`src/hw/rtl/itr_pkg.sv`:
```
`default_nettype none
package itr_pkg;

   localparam int unsigned VALUE_W    = 12;
   localparam int unsigned SYMBOL_W   = 8;
   localparam int unsigned DIGIT_W    = 4;
   localparam int unsigned NUM_DIGITS = 4;
   localparam int unsigned REM_W      = 14;

   localparam logic [VALUE_W-1:0] MAX_VALUE = VALUE_W'(3999);

   localparam int unsigned QUEUE_DEPTH = 2;
   localparam int unsigned QUEUE_PTR_W = 1;

   // digit positions
   localparam logic [1:0] POS_ONES      = 2'd0;
   localparam logic [1:0] POS_TENS      = 2'd1;
   localparam logic [1:0] POS_HUNDREDS  = 2'd2;
   localparam logic [1:0] POS_THOUSANDS = 2'd3;

   // symbol picks within a digit
   localparam logic [1:0] PICK_ONE  = 2'd0;
   localparam logic [1:0] PICK_FIVE = 2'd1;
   localparam logic [1:0] PICK_TEN  = 2'd2;

   localparam logic [SYMBOL_W-1:0] SYM_NONE = 8'h00;
   localparam logic [SYMBOL_W-1:0] SYM_I    = 8'h49;
   localparam logic [SYMBOL_W-1:0] SYM_V    = 8'h56;
   localparam logic [SYMBOL_W-1:0] SYM_X    = 8'h58;
   localparam logic [SYMBOL_W-1:0] SYM_L    = 8'h4C;
   localparam logic [SYMBOL_W-1:0] SYM_C    = 8'h43;
   localparam logic [SYMBOL_W-1:0] SYM_D    = 8'h44;
   localparam logic [SYMBOL_W-1:0] SYM_M    = 8'h4D;

   typedef struct packed {
      logic                                is_empty;
      logic [NUM_DIGITS-1:0][DIGIT_W-1:0] digits;
   } itr_entry_type;

   // number of characters a decimal digit produces
   function automatic logic [2:0] digit_len(input logic [DIGIT_W-1:0] d);
      logic [2:0] len;
      case (d)
         4'd1, 4'd5:        len = 3'd1;
         4'd2, 4'd4, 4'd6,
         4'd9:              len = 3'd2;
         4'd3, 4'd7:        len = 3'd3;
         4'd8:              len = 3'd4;
         default:           len = 3'd0;
      endcase
      return len;
   endfunction

   function automatic logic [1:0] digit_pick(input logic [DIGIT_W-1:0] d,
                                             input logic [1:0]         step);
      logic [1:0] pick;
      pick = PICK_ONE;
      case (d)
         4'd4: begin
            if (step == 2'd1) pick = PICK_FIVE;
         end
         4'd5, 4'd6, 4'd7, 4'd8: begin
            if (step == 2'd0) pick = PICK_FIVE;
         end
         4'd9: begin
            if (step == 2'd1) pick = PICK_TEN;
         end
         default: pick = PICK_ONE;
      endcase
      return pick;
   endfunction

   function automatic logic [SYMBOL_W-1:0] pos_sym(input logic [1:0] pos,
                                                   input logic [1:0] pick);
      logic [SYMBOL_W-1:0] sym;
      case (pos)
         POS_ONES:     sym = (pick == PICK_ONE) ? SYM_I : (pick == PICK_FIVE) ? SYM_V : SYM_X;
         POS_TENS:     sym = (pick == PICK_ONE) ? SYM_X : (pick == PICK_FIVE) ? SYM_L : SYM_C;
         POS_HUNDREDS: sym = (pick == PICK_ONE) ? SYM_C : (pick == PICK_FIVE) ? SYM_D : SYM_M;
         default:      sym = SYM_M;
      endcase
      return sym;
   endfunction

endpackage
`default_nettype wire

```
`src/hw/rtl/itr_front.sv`:
```
`default_nettype none
module itr_front import itr_pkg::*; (
   input  wire logic                  clock,
   input  wire logic                  reset,
   input  wire logic                  req_tvalid,
   output logic                       req_tready,
   input  wire logic [VALUE_W-1:0]    req_value,
   output logic                       push_valid,
   input  wire logic                  push_ready,
   output itr_entry_type              push_entry
);

   typedef enum logic [1:0] {
      ST_IDLE,
      ST_CONV,
      ST_PUSH
   } state_type;

   state_type                          state_ff;
   logic [VALUE_W-1:0]                 rem_ff;
   logic [1:0]                         pos_ff;
   itr_entry_type                      entry_ff;

   logic [VALUE_W-1:0]                 value_sat;
   logic [REM_W-1:0]                   div;
   logic [DIGIT_W-1:0]                 digit_in;
   logic [REM_W-1:0]                   sub_in;
   logic [VALUE_W-1:0]                 rem_in;

   assign value_sat  = (req_value > MAX_VALUE) ? MAX_VALUE : req_value;
   assign req_tready = (state_ff == ST_IDLE);
   assign push_valid = (state_ff == ST_PUSH);
   assign push_entry = entry_ff;

   always_comb begin
      case (pos_ff)
         POS_THOUSANDS: div = REM_W'(1000);
         POS_HUNDREDS:  div = REM_W'(100);
         default:       div = REM_W'(10);
      endcase
   end

   // nine parallel compares pick the digit of this position
   always_comb begin
      digit_in = '0;
      sub_in   = '0;
      for (int k = 1; k <= 9; k++) begin
         if ({2'b00, rem_ff} >= REM_W'(k) * div) begin
            digit_in = DIGIT_W'(k);
            sub_in   = REM_W'(k) * div;
         end
      end
      rem_in = VALUE_W'({2'b00, rem_ff} - sub_in);
   end

   always_ff @(posedge clock) begin
      if (reset) begin
         state_ff <= ST_IDLE;
      end else begin
         case (state_ff)
            ST_IDLE: begin
               if (req_tvalid) begin
                  rem_ff            <= value_sat;
                  pos_ff            <= POS_THOUSANDS;
                  entry_ff.is_empty <= (value_sat == '0);
                  entry_ff.digits   <= '0;
                  state_ff          <= ST_CONV;
               end
            end
            ST_CONV: begin
               entry_ff.digits[pos_ff] <= digit_in;
               rem_ff                  <= rem_in;
               pos_ff                  <= pos_ff - 2'd1;
               if (pos_ff == POS_TENS) begin
                  entry_ff.digits[POS_ONES] <= DIGIT_W'(rem_in);
                  state_ff                  <= ST_PUSH;
               end
            end
            ST_PUSH: begin
               if (push_ready) state_ff <= ST_IDLE;
            end
            default: state_ff <= ST_IDLE;
         endcase
      end
   end

endmodule
`default_nettype wire

```
`src/hw/rtl/itr_queue.sv`:
```
`default_nettype none
module itr_queue import itr_pkg::*; (
   input  wire logic          clock,
   input  wire logic          reset,
   input  wire logic          in_valid,
   output logic               in_ready,
   input  wire itr_entry_type in_entry,
   output logic               out_valid,
   input  wire logic          out_ready,
   output itr_entry_type      out_entry
);

   localparam int unsigned COUNT_W = $clog2(QUEUE_DEPTH + 1);

   itr_entry_type              mem_ff [QUEUE_DEPTH];
   logic [QUEUE_PTR_W-1:0]     wr_ptr_ff;
   logic [QUEUE_PTR_W-1:0]     rd_ptr_ff;
   logic [COUNT_W-1:0]         count_ff;
   logic                       do_wr;
   logic                       do_rd;

   assign in_ready  = (count_ff != COUNT_W'(QUEUE_DEPTH));
   assign out_valid = (count_ff != '0);
   assign out_entry = mem_ff[rd_ptr_ff];
   assign do_wr     = in_valid && in_ready;
   assign do_rd     = out_valid && out_ready;

   always_ff @(posedge clock) begin
      if (do_wr) mem_ff[wr_ptr_ff] <= in_entry;
   end

   always_ff @(posedge clock) begin
      if (reset) begin
         wr_ptr_ff <= '0;
         rd_ptr_ff <= '0;
         count_ff  <= '0;
      end else begin
         if (do_wr) begin
            wr_ptr_ff <= (wr_ptr_ff == QUEUE_PTR_W'(QUEUE_DEPTH - 1)) ? '0 : wr_ptr_ff + 1'b1;
         end
         if (do_rd) begin
            rd_ptr_ff <= (rd_ptr_ff == QUEUE_PTR_W'(QUEUE_DEPTH - 1)) ? '0 : rd_ptr_ff + 1'b1;
         end
         if (do_wr && !do_rd)      count_ff <= count_ff + 1'b1;
         else if (do_rd && !do_wr) count_ff <= count_ff - 1'b1;
      end
   end

endmodule
`default_nettype wire

```
`src/hw/rtl/itr_back.sv`:
```
`default_nettype none
module itr_back import itr_pkg::*; (
   input  wire logic                 clock,
   input  wire logic                 reset,
   input  wire logic                 pop_valid,
   output logic                      pop_ready,
   input  wire itr_entry_type        pop_entry,
   output logic                      rsp_tvalid,
   input  wire logic                 rsp_tready,
   output logic [SYMBOL_W-1:0]       rsp_symbol,
   output logic                      rsp_is_empty,
   output logic                      rsp_last
);

   // highest nonzero digit strictly below limit
   function automatic logic [2:0] find_below(
      input logic [NUM_DIGITS-1:0][DIGIT_W-1:0] digits,
      input logic [2:0]                         limit);
      logic [2:0] res;
      res = '0;
      for (int i = 0; i < NUM_DIGITS; i++) begin
         if ((3'(i) < limit) && (digits[i] != '0)) res = {1'b1, 2'(i)};
      end
      return res;
   endfunction

   logic                                active_ff;
   logic                                empty_ff;
   logic [NUM_DIGITS-1:0][DIGIT_W-1:0]  digits_ff;
   logic [1:0]                          pos_ff;
   logic [1:0]                          step_ff;
   logic                                valid_ff;
   logic [SYMBOL_W-1:0]                 symbol_ff;
   logic                                is_empty_ff;
   logic                                last_ff;

   logic [DIGIT_W-1:0]                  cur_digit;
   logic [2:0]                          cur_len;
   logic [SYMBOL_W-1:0]                 cur_sym;
   logic [2:0]                          next_nz;
   logic [2:0]                          start_nz;
   logic                                digit_end;
   logic                                is_last;
   logic                                advance;
   logic                                emit;

   assign cur_digit = digits_ff[pos_ff];
   assign cur_len   = digit_len(cur_digit);
   assign cur_sym   = pos_sym(pos_ff, digit_pick(cur_digit, step_ff));
   assign next_nz   = find_below(digits_ff, {1'b0, pos_ff});
   assign start_nz  = find_below(pop_entry.digits, 3'd4);
   assign digit_end = ({1'b0, step_ff} == cur_len - 3'd1);
   assign is_last   = empty_ff || (digit_end && !next_nz[2]);
   assign advance   = !valid_ff || rsp_tready;
   assign emit      = active_ff && advance;
   assign pop_ready = !active_ff || (emit && is_last);

   assign rsp_tvalid   = valid_ff;
   assign rsp_symbol   = symbol_ff;
   assign rsp_is_empty = is_empty_ff;
   assign rsp_last     = last_ff;

   always_ff @(posedge clock) begin
      if (reset) begin
         active_ff <= 1'b0;
         valid_ff  <= 1'b0;
      end else begin
         if (emit) begin
            valid_ff    <= 1'b1;
            symbol_ff   <= empty_ff ? SYM_NONE : cur_sym;
            is_empty_ff <= empty_ff;
            last_ff     <= is_last;
            if (is_last) begin
               if (!(pop_valid && pop_ready)) active_ff <= 1'b0;
            end else if (digit_end) begin
               pos_ff  <= next_nz[1:0];
               step_ff <= '0;
            end else begin
               step_ff <= step_ff + 2'd1;
            end
         end else if (rsp_tready) begin
            valid_ff <= 1'b0;
         end
         // a new request loads in the cycle its predecessor sends its last character
         if (pop_valid && pop_ready) begin
            active_ff <= 1'b1;
            empty_ff  <= pop_entry.is_empty;
            digits_ff <= pop_entry.digits;
            pos_ff    <= start_nz[1:0];
            step_ff   <= '0;
         end
      end
   end

endmodule
`default_nettype wire

```
`src/hw/rtl/integer_to_roman_numeral_unit.sv`:
```
// Integer to Roman numeral converter.
// Input channel req_*: one request per value (0..3999, larger values are
// clamped to 3999). Output channel rsp_*: the numeral as ASCII characters,
// thousands first, one character per beat, rsp_tlast on the final one.
// A zero request yields a single beat with rsp_tuser set, rsp_tdata zero
// and rsp_tlast set.
// After acceptance a request passes through the accept state, three digit
// extraction steps, a queue push, the back end load and the output
// register before its first character appears.
// Throughput: the back end sends one character per cycle while rsp_tready
// is high and a request is loaded; a numeral has 1 to 15 characters.
// The front end accepts a new request only once the previous one has been
// pushed. A two-entry queue between front and back lets the next request
// be converted while characters stream out.
// Stall: when rsp_tready is low the output register holds its beat; the
// back end and then the queue fill, after which req_tready stays low.
// Reset: synchronous, active high; clears all in-flight requests and the
// output valid.
`default_nettype none
module integer_to_roman_numeral_unit import itr_pkg::*; (
   input  wire logic        clock,
   input  wire logic        reset,
   input  wire logic        req_tvalid,
   output logic             req_tready,
   input  wire logic [15:0] req_tdata,   // [11:0] value, [15:12] zero
   output logic             rsp_tvalid,
   input  wire logic        rsp_tready,
   output logic [7:0]       rsp_tdata,   // [7:0] symbol
   output logic             rsp_tuser,   // [0] is_empty
   output logic             rsp_tlast
);

   logic          push_valid;
   logic          push_ready;
   itr_entry_type push_entry;
   logic          pop_valid;
   logic          pop_ready;
   itr_entry_type pop_entry;

   itr_front u_front (
      .clock      (clock),
      .reset      (reset),
      .req_tvalid (req_tvalid),
      .req_tready (req_tready),
      .req_value  (req_tdata[VALUE_W-1:0]),
      .push_valid (push_valid),
      .push_ready (push_ready),
      .push_entry (push_entry)
   );

   itr_queue u_queue (
      .clock     (clock),
      .reset     (reset),
      .in_valid  (push_valid),
      .in_ready  (push_ready),
      .in_entry  (push_entry),
      .out_valid (pop_valid),
      .out_ready (pop_ready),
      .out_entry (pop_entry)
   );

   itr_back u_back (
      .clock        (clock),
      .reset        (reset),
      .pop_valid    (pop_valid),
      .pop_ready    (pop_ready),
      .pop_entry    (pop_entry),
      .rsp_tvalid   (rsp_tvalid),
      .rsp_tready   (rsp_tready),
      .rsp_symbol   (rsp_tdata),
      .rsp_is_empty (rsp_tuser),
      .rsp_last     (rsp_tlast)
   );

endmodule
`default_nettype wire

```
`config.mk`:
```
export PLATFORM = sky130hd
export DESIGN_NAME = integer_to_roman_numeral_unit
export DESIGN_NICKNAME = d
export VERILOG_FILES = /design/src/hw/rtl/itr_pkg.sv /design/src/hw/rtl/itr_front.sv /design/src/hw/rtl/itr_queue.sv /design/src/hw/rtl/itr_back.sv /design/src/hw/rtl/integer_to_roman_numeral_unit.sv
export SDC_FILE = /design/constraint.sdc
export NUM_CORES = 1
export LEC_CHECK = 0
export ABC_AREA = 1
export BUFFER_PORTS_ARGS = -buffer_cell sky130_fd_sc_hd__buf_4
export CAP_MARGIN = 20
export CORE_ASPECT_RATIO = 0.8
export CORE_UTILIZATION = 50
export DETAILED_ROUTE_END_ITERATION = 10
export PLACE_DENSITY = 0.66
export SLEW_MARGIN = 20
export SYNTH_ARGS = -nofsm -noshare
export SYNTH_HDL_FRONTEND = slang
export SYNTH_SLANG_ARGS = --single-unit
export TNS_END_PERCENT = 30
```
`constraint.sdc`:
```
create_clock -name clock -period 5.3 [get_ports clock]
set_input_delay 0.795 -clock clock [delete_from_list [all_inputs] [get_ports clock]]
set_output_delay 0.795 -clock clock [all_outputs]
set_load 0.01 [all_outputs]
```
==> summary.txt, run 1 <==
Run status
  – Status: finished with violations
  – Failing checks: design-rule violations

Synth
  – Netlist cell types: 44
  – FFs w/ async S/R, synth: 0%
  – Synthesized instance count: roughly 1000
  – Synth area leader: edfxtp_1
  – Mapped Area: roughly 0.0076 mm²
  – Cells taking the most area after synthesis: edfxtp_1, nand2_1, ha_1, inv_1, nor2_1
  – Post-synth top area share: roughly 37%
  – Seq cells post-synth: 103
  – EDFF count, synth: 94
  – Synth Flop Type: edfxtp_1
  – Mean post-synth cell area: just under 8 µm²
  – Synth warnings: 0
  – Sequential element share of the synthesized area: approximately two fifths

CTS
  – Clock transition at path regs: 80 ps
  – CTS tree: built
  – Worst skew pair latency: between 300 and 400 ps
  – Setup Buffers After CTS: 0
  – Maximum clock path buffer count: 2
  – Cts hold-fix bufs: 0
  – Root Driver: clkbuf_16
  – Clk sinks: between 100 and 150
  – H-tree levels: 3
  – Post-CTS Resized: 0
  – Number of buffers created by CTS: 9

Route
  – Pre-antenna DRT Iters: 8
  – DRT antenna net count: 0
  – Drt wl/cell: around 16 µm
  – DR DRC count: 1
  – Vias: 6646
  – 1st-iter DRT viols: 697
  – Final wirelength: approximately 19 mm
  – Vias/cell: ~5.5

Floorplanning
  – DIE HEIGHT: approximately 110 µm
  – Starting Density: around half
  – Die area: about 0.016 mm²
  – Die width: between 100 and 150 µm
  – Core box area: roughly 0.015 mm²
  – Row count: 40
  – Num ports: 32

Layout
  – Most frequent cells in the layout: nand2_1, inv_1, edfxtp_1
  – Final Core Density: 56.3%
  – ANT cells: 0
  – Fillers: around 1400
  – # nets final: between 1000 and 1500
  – Non-Filler Instances: 1210
  – Register area: 0.00300 mm²
  – Most common cell after layout, fill and taps aside: nand2_1
  – Area taken by multi-input logic gates: approximately 0.004 mm²
  – Layout cells sized above 1: a little under an eighth
  – Area Overhead vs Synth: 10.1%

Setup path
  – Reg-to-reg slack, setup: between 400 and 500 ps
  – Critical Path RT: around 5400 ps
  – Critical path class: flip-flop to flip-flop
  – Worst path slowest cell: edfxtp_1
  – Worst setup EP type: flip-flop
  – Worst stage delay on the critical path: between 400 and 500 ps
  – CP Max Fanout: 6
  – Crit path DAT: just under 5000 ps
  – Startpoint types: flip-flop

GRT
  – Gr ovfl total: 0
  – Largest net degree at the start of global routing: 30
  – Top Usage Layer GRT: met1
  – Met3 Usage GRT: roughly 6%
  – First-pass GRT wire length: ~31 mm
  – Vias in the first global route: 5971
  – Overall routing resource usage: roughly a quarter
  – Met2 Use GR: a little over a third
  – M1 GR Usage: about two fifths
  – Antenna violations before repair: 0

STA
  – Fmax: about 210 MHz
  – RSZ-0062 raised after global routing: no
  – Slew Viols, Final: 0
  – Final setup viols: 0
  – Worst-margin pin slew: about 900 ps
  – Minimum clock period: 4850 ps
  – Final Cycle Share: about nine tenths
  – Final Hold Viols: 0
  – Setup TNS: 0 ps
  – Clk_skew: 12.8 ps
  – Rel. slew slack: about two fifths

Placed design
  – RD Place Congestion: ~0.95
  – Placed cell count: about 1200
  – Post-DP HPWL: around 15 mm
  – Number of port buffers: 25

Power and ir drop
  – Pwr dens: 347 mW/mm²
  – Leakage Power: about 0.0039 µW
  – VDD IR max: between 0.0002 and 0.0003 V

Hold path
  – Hold WC Path Type: flip-flop to flip-flop

Run
  – Max Cap Viol: 0
-- stage by stage --
stage,setup WS [ps],total power (µW),hold WS (ps),cell area [µm²]
final,452,2920,474,8420
after global routing,25.6,3130,483,8420
after CTS,258,2920,472,8400
after detailed placement,269,2270,455,8100
after global placement,308,2260,451,8100
after floorplan,689,1980,421,7650
-- Yosys cell counts (all sizes together), types with 2 or more instances --
master and n:
dfxtp 9, inv 121, a21oi 53, edfxtp 94, mux2 16, ha 72, o21bai 4, or2 3
nand3b 2, xor2 6, o21a 2, xnor2 4, nor3b 2, nand4 13, a31oi 7, nand3 68
nand2 291, nor2 97, o21ai 58, clkbuf 6, nor3 15, buf 14, a21boi 5, nor4 7
a211oi 4
-- power breakdown --
part           leakage [µW]  switching (µW)  internal, µW
Clock              0.000147             316           333
Combinational       0.00276             721           414
Sequential         0.000945             110          1030
Total               0.00385            1150          1780
-- worst paths after layout --
path,start,to,depth (start not counted)
worst max-delay path,u_front.pos_ff[0],u_front.rem_ff[11],26
worst min-delay path,u_front.push_entry[15],u_queue.mem_ff[0][15],0
worst max register to register,u_front.pos_ff[0],u_front.rem_ff[11],26
worst min register to register,u_front.push_entry[15],u_queue.mem_ff[0][15],0
-- cell type report --
type,instances,area share (%)
Clock buffer,9,2.67
Multi-Input combinational cell,736,48.6
Timing Repair Buffer,45,4.01
Tap cell,189,2.81
Clock inverter,7,0.832
Sequential cell,103,35.7
Inverter,121,5.42
-- cell families (layout without fill, tap and decap cells) --
family,count (synthesis),after routing,share of synthesized area (%)
flops,103,103,39.3
compound gates,137,137,9.80
xor+xnor,10,10,1.15
buf+inv,141,182,7.69
other cells,1,2,0.0490
simple gates,499,499,27.9
mux,16,16,2.36
fa+ha+maj,72,72,11.8
-- worst max-delay path, delay by kind of cell, from the launching register on --
family,cells,cell delay (ps)
buffers and inverters,4,450
xor gates and xnor gates,1,240
DFF,1,470
and+or+nand+nor,13,1420
AOI/OAI and AO/OA,4,810
adders and majority gates,4,1220
-- sequential cells by signal, indices dropped and copies added (netlist names), 2 cells and up, named ones only --
signal / flops
u_front.push_entry: 17
u_queue.count_ff: 2
u_front.pos_ff: 2
u_back.digits_ff: 16
u_back.rsp_symbol: 6
u_back.step_ff: 2
u_front.rem_ff: 12
u_front.state_ff: 2
u_queue.mem_ff: 34
u_back.pos_ff: 2
-- metal layers --
metal / wire length (µm) / vias up
met5: 0 / -
met4: 125 / 0
met3: 1980 / 11
met2: 7610 / 280
met1: 9630 / 2992
li1: - / 3363
Power figures use the tool's default switching activity.
==> inputs of run 2 (changes only) <==
--- a/config.mk
+++ b/config.mk
@@ -5,13 +5,12 @@
 export SDC_FILE = /design/constraint.sdc
 export NUM_CORES = 1
 export LEC_CHECK = 0
-export ABC_AREA = 1
 export BUFFER_PORTS_ARGS = -buffer_cell sky130_fd_sc_hd__buf_4
 export CAP_MARGIN = 20
 export CORE_ASPECT_RATIO = 0.8
 export CORE_UTILIZATION = 50
 export DETAILED_ROUTE_END_ITERATION = 10
-export PLACE_DENSITY = 0.66
+export PLACE_DENSITY = 0.65
 export SLEW_MARGIN = 20
 export SYNTH_ARGS = -nofsm -noshare
 export SYNTH_HDL_FRONTEND = slang
==> run 2 against run 1 <==
Net effect: the run now ends clean; area after synthesis is 6.7% lower; non-clock buffer count is 97 higher; clock power is 5.1% higher; count of clock-buffer cells in the layout is 3 higher; core utilization is 10 points higher; via count is 5.7% lower; flip-flop and latch count stayed put; critical path type unchanged.
==> summary.txt, run 2 <==
Layout
  – # nets final: 913 (-18%)
  – Register area: 0.00300 mm² (unchanged)
  – Final Core Density: 66.4% (+10 points)
  – Final Cell Area: 0.00913 mm² (+8.4%)
  – ANT cells: 0 (unchanged)
  – Largest register by flop count: u_queue.mem_ff
  – Most frequent cells in the layout: buf_4, edfxtp_1, nor2_1
  – Fillers: 1051 (-25%)
  – Most common cell after layout, fill and taps aside: buf_4
  – Area Overhead vs Synth: 27.9%
  – Largest register FFs: 34 (unchanged)
  – Layout cells sized above 1: 30.4% (+19 points)
  – Area taken by multi-input logic gates: 0.00433 mm² (+5.8%)
  – Non-Filler Instances: 1006 (-17%)

Synth
  – Sequential element share of the synthesized area: 42.1% (+2.8 points)
  – Count leader, synth: edfxtp_1
  – Compound-gate portion of the synthesized area: 19.2% (+9.4 points)
  – Largest family of logic cells by synthesized area: compound AO/OA/AOI/OAI gates
  – Post-synth top area share: 39.6% (+2.7 points)
  – EDFF count, synth: 94 (unchanged)
  – Cells taking the most area after synthesis: edfxtp_1, ha_1, nor2_1, a21oi_1, mux2_2
  – Mapped Area: 0.00713 mm² (-6.7%)
  – Post-synthesis mux area share: 5.21% (+2.9 points)
  – Top cells by count, synth: edfxtp_1, ha_1, nor2_1, a21oi_1, o21ai_0
  – Seq cells post-synth: 103 (unchanged)
  – Netlist cell types: 77 (+75%)
  – Synth area leader: edfxtp_1
  – Synthesized instance count: 692 (-29%)
  – Synth Flop Type: edfxtp_1
  – Simple-Gate Fraction of Synth Area: 15.4% (-12 points)
  – Synth Area in XOR/XNOR: 2.07% (+0.92 points)
  – Post-synthesis adder-cell area fraction: 12.6% (+0.85 points)
  – FFs w/ async S/R, synth: 0% (unchanged)
  – Synth warnings: 0 (unchanged)
  – Mean post-synth cell area: 10.3 µm² (+32%)

Power and ir drop
  – Psw: 1140 µW (-0.29%)
  – Switch share: 35.9% (-3.3 points)
  – VDD IR max: 0.000335 V (+26%)
  – Int Pwr: 2040 µW (+15%)
  – Sequential share of power: 35.8% (-3.2 points)
  – Leakage Power: 0.00359 µW (-6.9%)
  – Gate power share: 42.8% (+4.0 points)
  – Design Power: 3180 µW (+8.9%)
  – Pwr dens: 349 mW/mm² (+0.53%)
  – Clock Power Share: 21.4% (-0.8 points)

Floorplanning
  – DIE HEIGHT: 109 µm (-3.4%)
  – Die area: 0.0148 mm² (-6.6%)
  – Core box area: 0.0137 mm² (-8.2%)
  – Row count: 38 (-5.0%)
  – Starting Density: 51.9% (+0.82 points)
  – Die width: 136 µm (-3.4%)
  – Num ports: 32 (unchanged)

Setup path
  – CP Max Fanout: 5 (-1)
  – Crit path DAT: 5450 ps (+500 ps)
  – Critical path class: flip-flop to flip-flop
  – CP dominant cell by count: ha_4
  – Worst stage delay on the critical path: 460 ps (about the same)
  – Startpoint types: flip-flop
  – Critical Path RT: 5520 ps (+110 ps)
  – Worst path slowest cell: edfxtp_1
  – Worst setup EP type: flip-flop

Placed design
  – Number of port buffers: 25 (unchanged)
  – Placed cell count: 976 (-18%)
  – DP Worst Slack: -186 ps (-455 ps)
  – RD Place Congestion: 1.00 (+4.9%)
  – Placed Instance Area: 0.00824 mm² (+1.7%)
  – Post-DP HPWL: 16.8 mm (+11%)

STA
  – Final worst slack: 65.4 ps (-387 ps)
  – Minimum clock period: 5230 ps (+387 ps)
  – Worst-margin pin slew: 1120 ps (+225 ps)
  – Slew Viols, Final: 0 (unchanged)
  – Final setup viols: 0 (unchanged)
  – Rel. slew slack: 24.4% (-16 points)
  – Clk_skew: 13.0 ps (+0.209 ps)
  – Fmax: 191 MHz (-7.4%)
  – Final Hold Viols: 0 (unchanged)
  – Final Cycle Share: 98.8% (+7.3 points)

GRT
  – Overall routing resource usage: 30.4% (+4.4 points)
  – Vias in the first global route: 5840 (-2.2%)
  – Gr ovfl total: 0 (unchanged)
  – Largest net degree at the start of global routing: 30 (unchanged)
  – Antenna violations before repair: 0 (unchanged)
  – First-pass GRT wire length: 33.0 mm (+4.9%)

Route
  – Vias/cell: 6.23 (+13%)
  – Final wirelength: 21.8 mm (+13%)
  – Vias: 6269 (-5.7%)
  – DRT antenna net count: 0 (unchanged)
  – Pre-antenna DRT Iters: 5 (-3)
  – 1st-iter DRT viols: 677 (-2.9%)
  – DR DRC count: 0 (-1)
  – Drt wl/cell: 21.7 µm (+36%)

CTS
  – Number of buffers created by CTS: 9 (unchanged)
  – Clk sinks: 103 (unchanged)
  – CTS tree: built
  – Maximum clock path buffer count: 2 (unchanged)
  – Cts hold-fix bufs: 0 (unchanged)
  – Root Driver: clkbuf_16
  – H-tree levels: 3 (unchanged)
  – Worst skew pair latency: 340 ps (about the same)
  – Clock transition at path regs: 80 ps (about the same)

Run status
  – Status: finished, final reports clean

Run
  – Max Cap Viol: 0 (unchanged)

Hold path
  – Hold WC Path Type: flip-flop to flip-flop
[run 2: changes by cell type in the layout (fill, tap and decap cells not counted), sizes merged, moves of 12 or more]
cell    previous run  this run
a211oi             4        16
o21ai             58        39
nor2              97        65
nor2b              0        17
nand3             68        21
nand2            291        33
a21o               0        13
buf               45       142
inv              125        37
[run 2: logic make-up after synthesis]
logic type                 Yosys count
muxes                               30
DFF                                103
buffers and inverters               58
xor gates and xnor gates            16
AOI/OAI and AO/OA                  199
other                                1
and+or+nand+nor                    213
adders and majority gates           72
[run 2: path summary, 6_finish.rpt]
kind	cells after the start	to	slack (ps)	start
setup / recovery	25	u_front.rem_ff[11]	70	u_front.pos_ff[0]
hold / removal	0	u_queue.mem_ff[1][10]	480	u_front.push_entry[10]
setup reg to reg	25	u_front.rem_ff[11]	70	u_front.pos_ff[0]
hold reg to reg	0	u_queue.mem_ff[1][10]	480	u_front.push_entry[10]
[run 2: worst max-delay path: cells and delay by family (launching register included)]
family | cells | cell delay, ps
and+or+nand+nor | 5 | 440
adders and majority gates | 4 | 780
buffers and inverters | 5 | 630
AOI/OAI and AO/OA | 11 | 2780
DFF | 1 | 460
[run 2: layout make-up]
cell class	count	area share [%]
clock inverter	4	0.439
timing repair buffer	142	12.3
clock buffer	12	3.04
multi-input combinational	532	47.5
sequential	103	32.9
inverter	33	1.41
tap	180	2.47
[run 2: per-layer routing]
layer | vias up | routed length, µm | track usage [%] | share of wire [%]
met2 | 267 | 8740 | 41.0 | 40
met3 | 34 | 2200 | 8.79 | 10
met5 | - | 0 | 0 | 0
li1 | 2929 | - | - | -
met4 | 0 | 334 | 6.26 | 1.5
met1 | 3039 | 10600 | 47.0 | 48
[run 2: power by group through the flow]
stage                     clock network, µW  logic, µW  registers, µW
after CTS                               690       1230           1140
after global routing                    716       1470           1150
final                                   681       1360           1140
after global placement                    0       1160           1150
after floorplan                           0        799           1110
after detailed placement                  0       1200           1150
[run 2: metrics by stage]
step / setup TNS [ps] / hold slack (ps)
CTS: -29.0 / 475
global route: -133 / 485
finish: 0 / 482
detailed placement: -451 / 461
global placement: -248 / 434
floorplan: 0 / 421
[run 2: timing repair]
item	4_1_cts	5_1_grt
gates resized for setup	16	80
pin swaps	5	41
setup endpoints to repair	3	5
buffers inserted	2	12
